### src/sv/radix_trie_sparse_map_defines.svh
// Assertion helpers shared by the trie map RTL.
`ifndef RADIX_TRIE_SPARSE_MAP_DEFINES_SVH
`define RADIX_TRIE_SPARSE_MAP_DEFINES_SVH

// Same-cycle implication, sampled on clk_i, off while rst_ni is low.
`define RTS_ASSERT_NOW(lbl, ante, cons, msg) \
  lbl: assert property (@(posedge clk_i) disable iff (!rst_ni) (ante) |-> (cons)) \
    else $error(msg);

// Next-cycle implication, sampled on clk_i, off while rst_ni is low.
`define RTS_ASSERT_NEXT(lbl, ante, cons, msg) \
  lbl: assert property (@(posedge clk_i) disable iff (!rst_ni) (ante) |=> (cons)) \
    else $error(msg);

`endif

### src/sv/rts_pkg.sv
package rts_pkg;

  localparam int LEVEL_BITS   = 8;
  localparam int TRIE_LEVELS  = 4;
  // Must be a power of two; the digit is reduced by keeping its low bits.
  localparam int NODE_ENTRIES = 256;
  localparam int POOL_NODES   = 1024;
  localparam int VALUE_WIDTH  = 32;

  localparam int IDX_W    = 32;
  localparam int DATA_W   = 32;
  localparam int DIGIT_W  = (NODE_ENTRIES > 1) ? $clog2(NODE_ENTRIES) : 1;
  localparam int NODE_W   = (POOL_NODES > 1) ? $clog2(POOL_NODES) : 1;
  localparam int NFREE_W  = NODE_W + 1;
  localparam int LEVEL_W  = (TRIE_LEVELS > 1) ? $clog2(TRIE_LEVELS) : 1;
  localparam int ADDR_W   = NODE_W + DIGIT_W;
  localparam int DEPTH    = POOL_NODES * NODE_ENTRIES;
  localparam int ENTRY_W  = (VALUE_WIDTH > NFREE_W) ? VALUE_WIDTH : NFREE_W;
  localparam int SHIFT_W  = 8;

  localparam logic [LEVEL_W-1:0] LVL_TOP   = LEVEL_W'(TRIE_LEVELS - 1);
  localparam logic [63:0]        DIGIT_MASK = 64'((65'd1 << LEVEL_BITS) - 65'd1);
  localparam logic [DATA_W-1:0]  VALUE_MASK = DATA_W'(~64'd0 >> (64 - VALUE_WIDTH));

  localparam logic OP_LOOKUP   = 1'b0;
  localparam logic OP_PUT      = 1'b1;
  localparam logic STATUS_OK   = 1'b0;
  localparam logic STATUS_FULL = 1'b1;

  typedef struct packed {
    logic              operation;
    logic [IDX_W-1:0]  index;
    logic [DATA_W-1:0] value;
  } rts_in_t;

  typedef struct packed {
    logic [DATA_W-1:0] read_value;
    logic              status;
  } rts_out_t;

  typedef struct packed {
    logic               re;
    logic               we;
    logic [ADDR_W-1:0]  addr;
    logic [ENTRY_W-1:0] wdata;
  } rts_mem_req_t;

  typedef struct packed {
    logic     valid;
    rts_out_t item;
  } rts_res_t;

  typedef struct packed {
    logic               idle;
    logic [NFREE_W-1:0] nfree;
  } rts_walk_stat_t;

  // Digit of one trie level; levels whose shift runs past the key give 0.
  function automatic logic [DIGIT_W-1:0] digit_of(input logic [IDX_W-1:0] idx,
                                                  input logic [LEVEL_W-1:0] lvl);
    logic [SHIFT_W-1:0] sh;
    logic [63:0]        wide;
    sh = SHIFT_W'(lvl) * SHIFT_W'(LEVEL_BITS);
    if (sh >= SHIFT_W'(64)) begin
      wide = '0;
    end else begin
      wide = 64'(idx) >> sh;
    end
    return DIGIT_W'(wide & DIGIT_MASK);
  endfunction

endpackage

### src/sv/rts_walk_ctrl.sv
module rts_walk_ctrl (
  input  logic                        clk_i,
  input  logic                        rst_ni,
  input  logic                        start_i,
  input  rts_pkg::rts_in_t            item_i,
  input  logic                        res_ready_i,
  input  logic [rts_pkg::ENTRY_W-1:0] rdata_i,
  output rts_pkg::rts_mem_req_t       mem_req_o,
  output rts_pkg::rts_res_t           res_o,
  output rts_pkg::rts_walk_stat_t     stat_o
);

  localparam logic [1:0] ST_IDLE  = 2'd0;
  localparam logic [1:0] ST_WALK  = 2'd1;
  localparam logic [1:0] ST_ALLOC = 2'd2;

  logic [1:0]                     state_q, state_d;
  rts_pkg::rts_in_t               item_q, item_d;
  logic [rts_pkg::NODE_W-1:0]     node_q, node_d;
  logic [rts_pkg::LEVEL_W-1:0]    lvl_q, lvl_d;
  logic [rts_pkg::NFREE_W-1:0]    nfree_q, nfree_d;

  logic [rts_pkg::NODE_W-1:0]     child;
  logic                           pool_short;
  logic                           finish;
  rts_pkg::rts_out_t              res_item;

  // Out-of-pool child numbers count as empty.
  assign child = (rdata_i < rts_pkg::ENTRY_W'(rts_pkg::POOL_NODES))
               ? rdata_i[rts_pkg::NODE_W-1:0] : '0;
  assign pool_short = ({1'b0, nfree_q} + (rts_pkg::NFREE_W + 1)'(lvl_q))
                    > (rts_pkg::NFREE_W + 1)'(rts_pkg::POOL_NODES);

  always_comb begin
    state_d   = state_q;
    item_d    = item_q;
    node_d    = node_q;
    lvl_d     = lvl_q;
    nfree_d   = nfree_q;
    mem_req_o = '0;
    finish    = 1'b0;
    res_item  = '0;
    case (state_q)
      ST_IDLE: begin
        if (start_i) begin
          item_d         = item_i;
          node_d         = '0;
          lvl_d          = rts_pkg::LVL_TOP;
          if (item_i.operation == rts_pkg::OP_PUT && rts_pkg::LVL_TOP == '0) begin
            state_d = ST_ALLOC;
          end else begin
            mem_req_o.re   = 1'b1;
            mem_req_o.addr = {rts_pkg::NODE_W'(0),
                              rts_pkg::digit_of(item_i.index, rts_pkg::LVL_TOP)};
            state_d        = ST_WALK;
          end
        end
      end
      ST_WALK: begin
        if (lvl_q == '0) begin
          finish              = 1'b1;
          res_item.read_value = rts_pkg::DATA_W'(rdata_i) & rts_pkg::VALUE_MASK;
        end else if (child == '0) begin
          if (item_q.operation == rts_pkg::OP_LOOKUP) begin
            finish = 1'b1;
          end else if (pool_short) begin
            finish          = 1'b1;
            res_item.status = rts_pkg::STATUS_FULL;
          end else begin
            state_d = ST_ALLOC;
          end
        end else if (item_q.operation == rts_pkg::OP_PUT
                     && lvl_q == rts_pkg::LEVEL_W'(1)) begin
          node_d  = child;
          lvl_d   = '0;
          state_d = ST_ALLOC;
        end else begin
          node_d         = child;
          lvl_d          = lvl_q - rts_pkg::LEVEL_W'(1);
          mem_req_o.re   = 1'b1;
          mem_req_o.addr = {child,
                            rts_pkg::digit_of(item_q.index, lvl_q - rts_pkg::LEVEL_W'(1))};
        end
        if (finish && res_ready_i) begin
          state_d = ST_IDLE;
        end
      end
      ST_ALLOC: begin
        if (lvl_q == '0) begin
          finish = 1'b1;
          if (res_ready_i) begin
            mem_req_o.we    = 1'b1;
            mem_req_o.addr  = {node_q, rts_pkg::digit_of(item_q.index, '0)};
            mem_req_o.wdata = rts_pkg::ENTRY_W'(item_q.value & rts_pkg::VALUE_MASK);
            state_d         = ST_IDLE;
          end
        end else begin
          // Link a fresh node; its entries are still zero from the clear pass.
          mem_req_o.we    = 1'b1;
          mem_req_o.addr  = {node_q, rts_pkg::digit_of(item_q.index, lvl_q)};
          mem_req_o.wdata = rts_pkg::ENTRY_W'(nfree_q);
          node_d          = nfree_q[rts_pkg::NODE_W-1:0];
          nfree_d         = nfree_q + rts_pkg::NFREE_W'(1);
          lvl_d           = lvl_q - rts_pkg::LEVEL_W'(1);
        end
      end
      default: begin
        state_d = ST_IDLE;
      end
    endcase
  end

  assign res_o.valid = finish && res_ready_i;
  assign res_o.item  = res_item;
  assign stat_o.idle  = (state_q == ST_IDLE);
  assign stat_o.nfree = nfree_q;

  always_ff @(posedge clk_i or negedge rst_ni) begin
    if (!rst_ni) begin
      state_q <= ST_IDLE;
      nfree_q <= rts_pkg::NFREE_W'(1);
    end else begin
      state_q <= state_d;
      nfree_q <= nfree_d;
    end
  end

  always_ff @(posedge clk_i) begin
    item_q <= item_d;
    node_q <= node_d;
    lvl_q  <= lvl_d;
  end

endmodule

### config.mk
export PLATFORM = sky130hd
export DESIGN_NAME = rts_walk_ctrl
export DESIGN_NICKNAME = d
export VERILOG_FILES = /design/src/sv/radix_trie_sparse_map_defines.svh /design/src/sv/rts_pkg.sv /design/src/sv/rts_walk_ctrl.sv
export SDC_FILE = /design/constraint.sdc
export NUM_CORES = 1
export LEC_CHECK = 0
export BUFFER_PORTS_ARGS = -buffer_cell sky130_fd_sc_hd__buf_4
export CAP_MARGIN = 40
export CORE_UTILIZATION = 40
export CTS_BUF_LIST = sky130_fd_sc_hd__clkbuf_8
export CTS_CLUSTER_SIZE = 30
export DETAILED_ROUTE_END_ITERATION = 7
export GPL_ROUTABILITY_DRIVEN = 0
export GPL_TIMING_DRIVEN = 0
export PLACE_DENSITY = 0.69
export SLEW_MARGIN = 10
export SYNTH_ARGS = -nofsm -noshare
export SYNTH_HDL_FRONTEND = slang
export SYNTH_SLANG_ARGS = --single-unit
### constraint.sdc
create_clock -name clk_i -period 5.3 [get_ports clk_i]
set_input_delay 0.53 -clock clk_i [delete_from_list [all_inputs] [get_ports clk_i]]
set_output_delay 0.53 -clock clk_i [all_outputs]
set_load 0.05 [all_outputs]
# --- Yosys cells after proc, flatten, opt, wreduce, memory -nomap -nowiden ---
# Cells that the tools add are included.
op_classes:
  n_reduce_logical: 11
  n_shift: 2
  n_addsub: 3
  n_lt_le_gt_ge: 2
  eq_ne: 13
  mux: 48
  n_bitwise: 1
op_table:
  columns: ["cell", "count"]
  rows:
  - ["$mux W51", 2]
  - ["$mux W32", 2]
  - ["$shr A32 B5 Y8", 2]
  - ["$mux W18", 3]
  - ["$pmux W18 S3", 1]
  - ["$mux W10", 5]
  - ["$mux W33", 1]
  - ["$lt A32 B11 Y1 const B", 1]
  - ["$pmux W10 S3", 1]
  - ["$mux W2", 14]
  - ["$mux W1", 14]
  - ["$add A11 B2 Y12", 1]
  - ["$gt A12 B11 Y1 const B", 1]
  - ["$ne A2 B2 Y1 const B", 6]
  - ["$ne A4 B4 Y1 const B", 3]
  - ["$pmux W2 S3", 2]
  - ["$add A11 B1 Y11 const B", 1]
  - ["$logic_not A10 Y1", 1]
  - ["$mux W8", 1]
  - ["$reduce_and A7 Y1", 1]
  - ["$reduce_and A5 Y1", 1]
  - ["$eq A2 B1 Y1 const B", 2]
  - ["$logic_not A2 Y1", 2]
  - ["$pmux W1 S2", 2]
  - ["other kinds (7)", 10]
totals:
  regBits: 90
  elab_cells: 87
  inputBits: 101

# --- Depth between registers and ports, before layout ---
depth:
  depth_word: 10
  ltp_mapped: 10
  depth_no_buf: 9

# --- Worst setup path after synthesis ---
# No wires, ideal clock.
synth_timing:
  path_type: "flip-flop to output port"
  from: "register state_q[1]"
  to: "output port mem_req_o[32] (netlist bit)"
  path_stages_with_launch: 7
  setup_slack_ps: 722
  path_buffers: 1
  arrival_time_ps: 4048
  path_cell_list: "dfrtp_1 > inv_1 > ha_1 > and2_1 > clkbuf_1 > a222oi_1 > a21oi_1"
synth_lines:
  columns: ["item", "line", "text"]
  rows:
  - ["from (decl)", "rts_walk_ctrl.sv:17", "logic [1:0] state_q, state_d;"]
  - ["from (signal assigned)", "rts_walk_ctrl.sv:123", "state_q <= state_d;"]
  - ["to (decl)", "rts_walk_ctrl.sv:8", "output rts_pkg::rts_mem_req_t mem_req_o,"]

==> impl_summary.md <==
Status
The run finished with clean final reports.

Routing
The first detailed-routing pass ran for 5 iterations. The count of nets left with antenna violations after detail routing is 0. Dividing the detail-routed wire length by the instance count gives 18.0 um. The detailed router placed 4141 vias in this run. The detailed-route DRC error count is 0. After detailed routing, the number of vias per cell comes to roughly 5.4. In this run, the number of DRC markers left after iteration 0 of detailed routing was 276. For this block, the routed nets add up to about 14000 um of wire.

Die
~200 I/O pins were placed. In this run the standard cell core region covers 11700 um^2. The number of placement rows is 39. The floorplan step defined a die boundary enclosing 12600 um^2. The initial utilization of the core area, before any placement, comes to 0.419. The width of the die is ~110 um. The vertical extent of the die is approximately 110 um.

GRT
The total overflow reported by the global router is 0. The number of antenna violations at the first check in global routing is 0. The global-route usage over all layers is 0.222. The global-route wire length before repair is 21400 um. The via count of the first global-routing pass came to roughly 4200. The pin count of the biggest net entering global routing is just under 70.

Power
The internal portion of total power is 1720 uW. Of the total power, the share spent switching nets is 0.430. The maximum vdd drop is 0.000204 V. The power share of the clock group is 0.137.

The total power is 3030 uW. The fraction of power consumed by sequential logic is 0.356. Of the total power, combinational logic draws 0.507. The total power divided by cell area is 447 nW/um^2. Summed over all cells, the static leakage comes to 0.00298 uW.

The switching power total is ~1300 uW.

STA
Hold timing on the final database bottoms out at a slack of 0.342 ns. The final number of max-transition violations was 0. The summed negative setup slack over all endpoints is 0 ns. Static timing analysis puts the maximum clock frequency at around 240 MHz. The max-slew headroom at the worst pin is 0.572. The hold violation count in the final report is 0. Dividing the final minimum period by the clock period gives 0.799.

Setup repair after global routing left no endpoint under its margin. Setup violations remaining at the end of the flow were counted as 0. At the pin with the least slew margin, the transition time is 0.642 ns. The clock skew after layout is 0.0101 ns.

The post-layout minimum cycle time is between 4 and 5 ns.

Hold path
The startpoint identified for the worst hold timing path is item_i[48]. Along the worst hold path, the cell count comes to 1. The worst hold-check path type is in -> reg.

The destination of the worst hold path is item_q[48].

CTS
The maximum buffer depth of the clock tree is 2. The clock-pin slew on the worst setup and hold paths is around 0.090 ns. The number of sinks handled by clock tree synthesis is 90. CTS built an H-tree with a depth of 3. The root buffer cell chosen for the clock tree is sky130_fd_sc_hd__clkbuf_8. The number of clock buffers inserted by TritonCTS is 9. The clock tree from TritonCTS is built. The clock latency reported for the late side of the worst-skew pair is 0.36 ns.

Critical path
Along the worst path, the maximum fanout reaches 10. Walking the worst path, the cells encountered are buf_2 > buf_2 > inv_1 > ha_1 > clkbuf_1 > and3_1 > clkbuf_1 > buf_1 > a22o_1 > buf_4. Data on the critical path is required at its endpoint by 4.77 ns. The largest single stage delay on the critical path is 0.48 ns.

The startpoint identified for the worst register-to-register timing path is lvl_q[1]. The reg-to-reg setup timing slack is 2.30 ns. The sort of element at the start of the critical path is a flop. The worst setup path is captured at an output port. The number of cells traversed by the worst register-to-register path is 9.

In this run the critical register-to-register path is captured at state_q[0]. The highest-delay cell along the critical path is sky130_fd_sc_hd__clkbuf_1. The arrival time of data at the critical path endpoint is roughly 3.7 ns. The critical path is of the reg -> out type.

Layout
For this run, the post-layout net count is 729. The most common cell after layout, fill and taps aside is sky130_fd_sc_hd__buf_4. Of the cells placed in the final design, the portion with a size suffix greater than 1 is 0.416. The finished layout cell area is around 6800 um^2. The number of inserted diodes is 0. Compared with the post-synthesis result, the final layout area differs by 38.7%.

The total of fill cells in the finished design is 1006. The final cell count without fillers is approximately 770. The top cell types in the final layout, fill and taps aside, are 204 x sky130_fd_sc_hd__buf_4, 77 x sky130_fd_sc_hd__edfxtp_1, 40 x sky130_fd_sc_hd__nand2_1.

Logic synthesis
In this run, synthesis produced a sequential element count of 90. By area the synthesized netlist is led by sky130_fd_sc_hd__edfxtp_1 47%, sky130_fd_sc_hd__mux4_2 7.4%, sky130_fd_sc_hd__dfrtp_1 6.2%. The async set or reset register ratio after synthesis is 0.144. Yosys mapped the design onto 53 distinct sky130hd cell types.

The sequential share of the synthesized area is 0.541. In this run, synthesis inferred 77 flip-flops with an integrated enable. The average cell area after synthesis is 12.1 um^2. The mapped cell area is 4880 um^2. The cell count after synthesis came out at 405. The share of synthesized area in the top cell type comes to 0.474. The number of nets handed over by synthesis was 517. Among all flip-flop cells after synthesis, the most frequent one is sky130_fd_sc_hd__edfxtp_1. The cell taking the most area after synthesis is sky130_fd_sc_hd__edfxtp_1. The Yosys step of the flow raised 0 warnings.

Placed design
The placement-stage cell area is 6580 um^2. After legalization and detailed placement, the total HPWL measured about 11000 um. In this run, placement finished with an instance count of 747. Buffers placed on the I/O ports in this run total 198.

Run
The number of violations of the max-capacitance limit is 0.
[worst max path at each step]
stage,start,end,slack (ns),cells past startpoint
after floorplan,state_q[1],mem_req_o[32],0.72,6
after global placement,state_q[1],mem_req_o[36],0.10,7
after detailed placement,lvl_q[0],mem_req_o[2],1.45,10
after CTS,lvl_q[0],mem_req_o[3],1.03,10
after global routing,lvl_q[0],mem_req_o[3],0.86,10
final,lvl_q[0],mem_req_o[2],1.06,10
[what timing repair did]
action	CTS	global route
gates resized for setup	0	0
hold buffers	1	0
endpoints found under the hold margin	10	0
setup buffers	0	0
[Yosys cell counts (6+ instances only)]
master                      n
sky130_fd_sc_hd__dfrtp_1   12
sky130_fd_sc_hd__xor2_1     6
sky130_fd_sc_hd__and3_1    34
sky130_fd_sc_hd__a222oi_1   8
sky130_fd_sc_hd__a21oi_1   16
sky130_fd_sc_hd__clkbuf_1  20
sky130_fd_sc_hd__a22o_1    10
sky130_fd_sc_hd__inv_1     10
sky130_fd_sc_hd__xnor2_1    6
sky130_fd_sc_hd__buf_2      6
sky130_fd_sc_hd__a21boi_0  12
sky130_fd_sc_hd__mux4_2    16
sky130_fd_sc_hd__nand2_1   40
sky130_fd_sc_hd__o21ai_0    8
sky130_fd_sc_hd__a22oi_1   10
sky130_fd_sc_hd__ha_1      10
sky130_fd_sc_hd__nor4_1     7
sky130_fd_sc_hd__nor2_1    23
sky130_fd_sc_hd__and2_1    22
sky130_fd_sc_hd__edfxtp_1  77
[sequential cells by signal (all words and copies together), names as in the netlist]
| name | flops |
|---|---|
| item_q | 65 |
| nfree_q | 11 |
| node_q | 10 |
| lvl_q | 2 |
| state_q | 2 |
[metrics by stage]
stage | setup slack (ns) | utilization
floorplan | 0.722 | -
global placement | 0.105 | 0.561
detailed placement | 1.45 | 0.564
CTS | 1.03 | 0.580
global route | 0.856 | 0.580
finish | 1.06 | 0.580
[layer usage]
layer / vias up / share of wire / GRT usage
met5: - / 0 / 0
met4: 0 / 0.018 / 0.0853
met3: 21 / 0.092 / 0.0626
met2: 220 / 0.51 / 0.392
met1: 1952 / 0.38 / 0.256
li1: 1948 / - / -
[worst max-delay path, delay by kind of cell (launching register included)]
kind	cells	cell delay (ns)
flops	1	0.44
buf+inv	7	2.16
fa+ha+maj	1	0.18
compound gates	1	0.21
simple gates	1	0.34
[power by group through the flow]
| stage | Combinational [uW] | Sequential, uW | Clock [uW] |
|---|---|---|---|
| finish | 1530 | 1080 | 415 |
| global route | 1650 | 1100 | 446 |
| detailed placement | 1530 | 1100 | 0 |
| CTS | 1540 | 1080 | 429 |
| global placement | 1470 | 1100 | 0 |
| floorplan | 1030 | 1120 | 0 |
[kinds of logic (layout without fill, tap and decap cells)]
| family | after synthesis | count (layout) | share of synthesized area |
|---|---|---|---|
| xor gates and xnor gates | 12 | 12 | 0.0215 |
| DFF | 90 | 90 | 0.541 |
| adders and majority gates | 11 | 11 | 0.0297 |
| AOI/OAI and AO/OA | 77 | 77 | 0.116 |
| muxes | 16 | 16 | 0.0738 |
| buffers and inverters | 44 | 261 | 0.0408 |
| and+or+nand+nor | 155 | 155 | 0.177 |
[final cells by class]
cell class / instances / area [um^2] / area share
tap: 143 / 179 / 0.0264
multi-input combinational: 271 / 2050 / 0.303
inverter: 10 / 37.5 / 0.00555
buffer: 34 / 165 / 0.0244
sequential: 90 / 2640 / 0.390
clock buffer: 9 / 124 / 0.0183
clock inverter: 7 / 43.8 / 0.00647
timing repair buffer: 201 / 1530 / 0.226
Note: power is estimated with default switching activity, not from simulation.
